`src/abbt_pkg.sv`:
```
package abbt_pkg;

    // Defaults for the top-level parameters
    localparam int COORD_WIDTH_DEF = 32;
    localparam int ROT_FRAC_DEF    = 14;

    // Fixed field formats
    localparam int ENTRY_W    = 16;   // one rotation or scale entry
    localparam int PACK_W     = 48;   // three packed entries
    localparam int SCALE_FRAC = 8;    // Q8.8 scale
    localparam int Q_LIMIT_W  = 46;   // scaled vector is held to at most [-2^45, 2^45 - 1]
    localparam int OP_W       = 2;
    localparam int CFG_IDX_W  = 3;

    // Operation codes; the two remaining codes both mean a box
    localparam logic [OP_W-1:0] OP_POINT = 2'd0;
    localparam logic [OP_W-1:0] OP_DIR   = 2'd1;

    // Register indexes on the configuration port
    typedef enum logic [CFG_IDX_W-1:0] {
        REG_ROT_COL0 = 3'd0,
        REG_ROT_COL1 = 3'd1,
        REG_ROT_COL2 = 3'd2,
        REG_SCALE    = 3'd3,
        REG_OFFSET_X = 3'd4,
        REG_OFFSET_Y = 3'd5,
        REG_OFFSET_Z = 3'd6
    } cfg_idx_t;

    // Reset values: identity rotation, unit scale
    localparam logic [PACK_W-1:0] ROT_COL0_RST = 48'h0000_0000_4000;
    localparam logic [PACK_W-1:0] ROT_COL1_RST = 48'h0000_4000_0000;
    localparam logic [PACK_W-1:0] ROT_COL2_RST = 48'h4000_0000_0000;
    localparam logic [PACK_W-1:0] SCALE_RST    = 48'h0100_0100_0100;

    // Per-stage load enables of the pipeline
    typedef struct packed {
        logic s1;   // scale products
        logic s2;   // rounded, clamped scaled vector
        logic s3;   // rotation products
        logic s4;   // per-axis min/max sums
        logic s5;   // output register
    } stage_en_t;

    // Width of the scaled vector after rounding and clamping
    function automatic int q_width(input int cw);
        q_width = (cw + SCALE_FRAC > Q_LIMIT_W) ? Q_LIMIT_W : cw + SCALE_FRAC;
    endfunction

    // Width of one rotation product
    function automatic int rot_prod_width(input int cw);
        rot_prod_width = q_width(cw) + ENTRY_W;
    endfunction

endpackage

```
`src/abbt_reduce.sv`:
```
module abbt_reduce #(
    parameter int COORD_WIDTH   = abbt_pkg::COORD_WIDTH_DEF,
    parameter int ROT_FRAC_BITS = abbt_pkg::ROT_FRAC_DEF
) (
    input  logic                                                clk,
    input  abbt_pkg::stage_en_t                                 stage_en,
    input  logic signed [abbt_pkg::rot_prod_width(COORD_WIDTH)-1:0] prod_min [3][3],
    input  logic signed [abbt_pkg::rot_prod_width(COORD_WIDTH)-1:0] prod_max [3][3],
    input  logic signed [COORD_WIDTH-1:0]                       offset [3],
    input  logic                                                with_offset,
    output logic signed [COORD_WIDTH-1:0]                       out_min [3],
    output logic signed [COORD_WIDTH-1:0]                       out_max [3]
);
    import abbt_pkg::*;

    localparam int RPW = rot_prod_width(COORD_WIDTH);
    localparam int SW  = RPW + 2;                  // sum of three products
    localparam int RW  = SW - ROT_FRAC_BITS;       // after the shift
    localparam int VW  = RW + 1;                   // with the offset added
    localparam logic [SW-1:0] ROT_HALF = SW'(1) << (ROT_FRAC_BITS - 1);
    localparam logic signed [VW-1:0] OUT_HI =
        VW'((65'sd1 <<< (COORD_WIDTH - 1)) - 65'sd1);
    localparam logic signed [VW-1:0] OUT_LO = ~OUT_HI;

    logic signed [SW-1:0]          sum_lo_next [3];
    logic signed [SW-1:0]          sum_hi_next [3];
    logic signed [SW-1:0]          sum_lo_reg  [3];
    logic signed [SW-1:0]          sum_hi_reg  [3];
    logic signed [COORD_WIDTH-1:0] out_min_next [3];
    logic signed [COORD_WIDTH-1:0] out_max_next [3];
    logic signed [COORD_WIDTH-1:0] out_min_reg  [3];
    logic signed [COORD_WIDTH-1:0] out_max_reg  [3];

    // Round half up, shift out the rotation fraction, offset, saturate
    function automatic logic signed [COORD_WIDTH-1:0] finish(
        input logic signed [SW-1:0]          s,
        input logic                          add_off,
        input logic signed [COORD_WIDTH-1:0] off
    );
        logic [SW-1:0]        rnd;
        logic signed [RW-1:0] r;
        logic signed [VW-1:0] v;
        rnd = s + ROT_HALF;
        r   = $signed(rnd[SW-1:ROT_FRAC_BITS]);
        v   = VW'(r) + (add_off ? VW'(off) : VW'(0));
        if (v > OUT_HI)
        begin
            finish = COORD_WIDTH'(OUT_HI);
        end
        else if (v < OUT_LO)
        begin
            finish = COORD_WIDTH'(OUT_LO);
        end
        else
        begin
            finish = COORD_WIDTH'(v);
        end
    endfunction

    // Stage 4: the sum is separable per input axis, so the extreme corner
    // takes the smaller or larger product of each term
    always_comb
    begin
        for (int j = 0; j < 3; j++)
        begin
            sum_lo_next[j] = '0;
            sum_hi_next[j] = '0;
            for (int i = 0; i < 3; i++)
            begin
                if (prod_min[j][i] < prod_max[j][i])
                begin
                    sum_lo_next[j] = sum_lo_next[j] + SW'(prod_min[j][i]);
                    sum_hi_next[j] = sum_hi_next[j] + SW'(prod_max[j][i]);
                end
                else
                begin
                    sum_lo_next[j] = sum_lo_next[j] + SW'(prod_max[j][i]);
                    sum_hi_next[j] = sum_hi_next[j] + SW'(prod_min[j][i]);
                end
            end
        end
    end

    always_ff @(posedge clk)
    begin
        if (stage_en.s4)
        begin
            sum_lo_reg <= sum_lo_next;
            sum_hi_reg <= sum_hi_next;
        end
    end

    // Stage 5: output register; rounding and offset are monotonic, so
    // extremes carry straight through
    always_comb
    begin
        for (int j = 0; j < 3; j++)
        begin
            out_min_next[j] = finish(sum_lo_reg[j], with_offset, offset[j]);
            out_max_next[j] = finish(sum_hi_reg[j], with_offset, offset[j]);
        end
    end

    always_ff @(posedge clk)
    begin
        if (stage_en.s5)
        begin
            out_min_reg <= out_min_next;
            out_max_reg <= out_max_next;
        end
    end

    assign out_min = out_min_reg;
    assign out_max = out_max_reg;

endmodule

```
`config.mk`:
```
export PLATFORM = sky130hd
export DESIGN_NAME = abbt_reduce
export DESIGN_NICKNAME = d
export VERILOG_FILES = /design/src/abbt_pkg.sv /design/src/abbt_reduce.sv
export SDC_FILE = /design/constraint.sdc
export NUM_CORES = 2
export LEC_CHECK = 0
export BUFFER_PORTS_ARGS = -buffer_cell sky130_fd_sc_hd__clkbuf_2
export CAP_MARGIN = 25
export CORE_AREA = 3 3 511 513
export DETAILED_ROUTE_END_ITERATION = 10
export DIE_AREA = 0 0 514 516
export RECOVER_POWER = 25
export SLEW_MARGIN = 20
export SYNTH_ARGS = -nofsm -noshare
export SYNTH_HDL_FRONTEND = slang
export SYNTH_SLANG_ARGS = --single-unit
export TNS_END_PERCENT = 5
```
`constraint.sdc`:
```
create_clock -name clk -period 11.2 [get_ports clk]
set_clock_uncertainty 0.2 [all_clocks]
set_input_delay 2.24 -clock clk [delete_from_list [all_inputs] [get_ports clk]]
set_output_delay 2.24 -clock clk [all_outputs]
set_load 0.02 [all_outputs]
```
==> flow_summary.yaml <==
clock_network:
  cts.sinks: 462
  cts_tree: "done"
  cts_buffers: 55
  clock_latency_ns: 0.69
  root_buffer: "clkbuf_16"
  cts_buffer_depth: 3
  clk_pin_slew_worst_paths_ns: 0.06
  htreeDepth: 2
synth:
  avgSynthCellArea_um2: 8.235
  synth_nets: 13480
  synth_cell_types: 90
  synth-edff-count: 462
  synth-main-ff-cell: "edfxtp_1"
  syn_inst: 10920
  seq_area_frac_synth: 0.1543
  netlist_area_um2: 89930
  synth_top_area_share: 0.1999
  yosys-top-cells-area: "ha_1 (20%), edfxtp_1 (15%), mux2_2 (11%)"
  yosysTopAreaCell: "ha_1"
  yosys_warnings: 0
  synthArstFlopShare: 0
  ys_ff_latch: 462
worst_setup_path:
  endpoint_kind: "flop"
  required_ns: 11.41
  cpPeakStageDelay_ns: 0.57
  rr_worst_depth: 24
  regToRegSetupSlack_ns: 3.70
  rr_endpoint: "out_max[22]"
  critical-path-slowest-cell: "or4_4"
  critPathArrivalTime_ns: 11.45
  cp_common_cell: "a21o_1"
  cp_max_fo: 8
  startpoint_type: "input pin"
  path_class: "input pin to flop"
  rr_startpoint: "sum_hi_reg[15]"
outcome:
  status: "complete, but fails checks"
  violations: "capacitance limit, slew limit, setup timing"
floorplanning:
  die_area_um2: 265200
  die_h_um: 516
  die_w_um: 514
  num_rows: 186
  initial_core_util: 0.3503
  core_area_um2: 256700
  pin_count: 1303
routing:
  first_iter_violations: 7693
  wl_per_cell_um: 22.48
  first_pass_iters: 7
  vias_per_cell: 5.399
  finalWirelength_um: 401800
  antenna_left: 0
  vias: 96470
  drc_errors: 0
pwr:
  ir_drop_mv: 0.1588
  leakagePower_nw: 60.57
  p_per_area_nw_per_um2: 241.5
timing:
  fmax_mhz: 88.98
  period_minus_slack_ns: 11.24
  rsz0062_at_grt: "yes"
  setup_tns_ns: -0.03867
  fin_ws_ns: -0.03867
  setup-violations-final: 1
  relSlewSlack: -3.259
  drv_slew: 305
  fin_crit_sh: 1.003
  worst_pin_slew_ns: 6.389
  final_hold_viol_count: 0
layout:
  layout_common_cells: "buf_4 (2313), ha_1 (1420), clkbuf_2 (1294)"
  fin_area_um2: 121400
  area.growth.synth_to_final_pct: 35.03
  layout_commonest_cell: "buf_4"
  n_fill_cell: 25550
  drive_above_1_share: 0.3399
  finalNetCount: 16910
global_routing:
  grt_pass1_vias: 90310
  grt_util_met3: 0.04497
  busiest_layer: "met2"
  grt_usage: 0.2867
  grt_antenna_before_repair: 152
  grt_remaining_overflow: 0
  grt_use_met1: 0.3679
  use_met2: 0.4689
  grt_pass1_wl_um: 573400
  grt_start_max_net_pins: 166
placement:
  dpl_cell_area_um2: 117200
  hpwl_um: 353900
  port_buffers: 1299
  place_congestion: 1.041
  place_ws_ns: -1.576
worst_hold_path:
  whs_endpoint: "out_max[64]"
  hold_path_startpoint: "sum_hi_reg[130]"
  holdPathStages: 3
  hold_path.class: "flop to flop"
flow_run:
  drv_cap: 4
==> worst max-delay path by stage <==
stage	to	slack, ns	cells after the start	from
2_1_floorplan	sum_lo_reg[57]	-0.05	44	prod_max[57]
3_3_place_gp	sum_lo_reg[57]	-1.52	45	prod_max[113]
3_5_place_dp	sum_lo_reg[57]	-1.58	45	prod_max[113]
4_1_cts	sum_lo_reg[173]	-0.03	50	prod_max[449]
5_1_grt	sum_lo_reg[57]	-0.37	46	prod_max[113]
6_report	sum_lo_reg[57]	-0.04	47	prod_max[113]
==> logic make-up (layout without fill, tap and decap cells) <==
logic type,after synthesis,count (layout),synth area share
simple gates,2771,2771,0.1560
flops,462,462,0.1543
xor+xnor,1042,1042,0.1020
mux,849,850,0.1062
buf+inv,1013,4486,0.04288
compound gates,3335,3335,0.2362
fa+ha+maj,1449,1449,0.2026
other cells,0,91,0
==> routing by layer <==
metal / wire, um / share of wire
met1: 171700 / 0.43
met2: 180900 / 0.45
met3: 27080 / 0.067
met4: 21730 / 0.054
met5: 394 / 0.00098
==> cells in the mapped netlist, types with 20 or more instances <==
library cell and n:
nor4_1 30, and2_1 155, nor2b_1 206, a21oi_1 962, a221oi_1 36, xor2_1 346
o21a_1 90, o211ai_1 38, a211oi_1 65, a21o_1 844, xnor2_1 693, o22ai_1 37
nor3_1 120, nor2_1 513, a31oi_1 92, or3_1 30, ha_1 1437, edfxtp_1 462
clkbuf_1 240, mux2_2 839, o21ai_0 697, a211o_1 22, o21bai_1 129, o31ai_1 51
and3_1 145, and4_1 50, buf_2 23, a221o_1 22, nand2b_1 176, a21boi_0 20
nand2_1 694, nand3_1 304, or2_2 27, nand4_1 264, inv_1 735
==> worst max-delay path, delay by kind of cell <==
kind | cells | cell delay, ns
and+or+nand+nor | 4 | 0.99
adders and majority gates | 3 | 0.82
AOI/OAI and AO/OA | 29 | 5.74
muxes | 1 | 0.33
xor gates and xnor gates | 3 | 0.41
buffers and inverters | 7 | 0.89
==> report_power, final <==
part           leakage, nW  internal (mW)  switching (mW)
registers             4.42           3.47           0.675
logic                 55.2           10.9            12.3
clock network        0.914           1.11           0.848
total                 60.6           15.5            13.9
==> layout make-up <==
| type | count | area [um^2] | share of cell area |
|---|---|---|---|
| Multi-Input combinational cell | 9447 | 73870 | 0.6083 |
| Timing Repair Buffer | 3652 | 24560 | 0.2022 |
| Sequential cell | 462 | 13870 | 0.1142 |
| Tap cell | 3384 | 4234 | 0.03487 |
| Inverter | 735 | 2761 | 0.02274 |
| Clock buffer | 63 | 1428 | 0.01176 |
| Clock inverter | 36 | 486.7 | 0.004008 |
| Antenna cell | 91 | 227.7 | 0.001875 |
==> per-stage QoR <==
step	std cells	hold slack [ns]	total power, mW	utilization
after floorplan	10920	0.5554	16.98	-
after global placement	17620	0.6837	26.28	0.4566
after detailed placement	17620	0.6751	26.39	0.4567
after CTS	17750	0.6964	28.77	0.4680
after global routing	17830	0.7312	31.43	0.4727
final	17870	0.6923	29.32	0.4731
==> repair_timing <==
action / CTS / global route
buffers inserted: 28 / 26
resized for setup: 144 / 199
pin swaps: 83 / 190
gates cloned: 5 / 0
setup endpoints to repair: 93 / 145
hold buffers: 0 / 0
No activity file was read; power rests on OpenSTA's default activity.
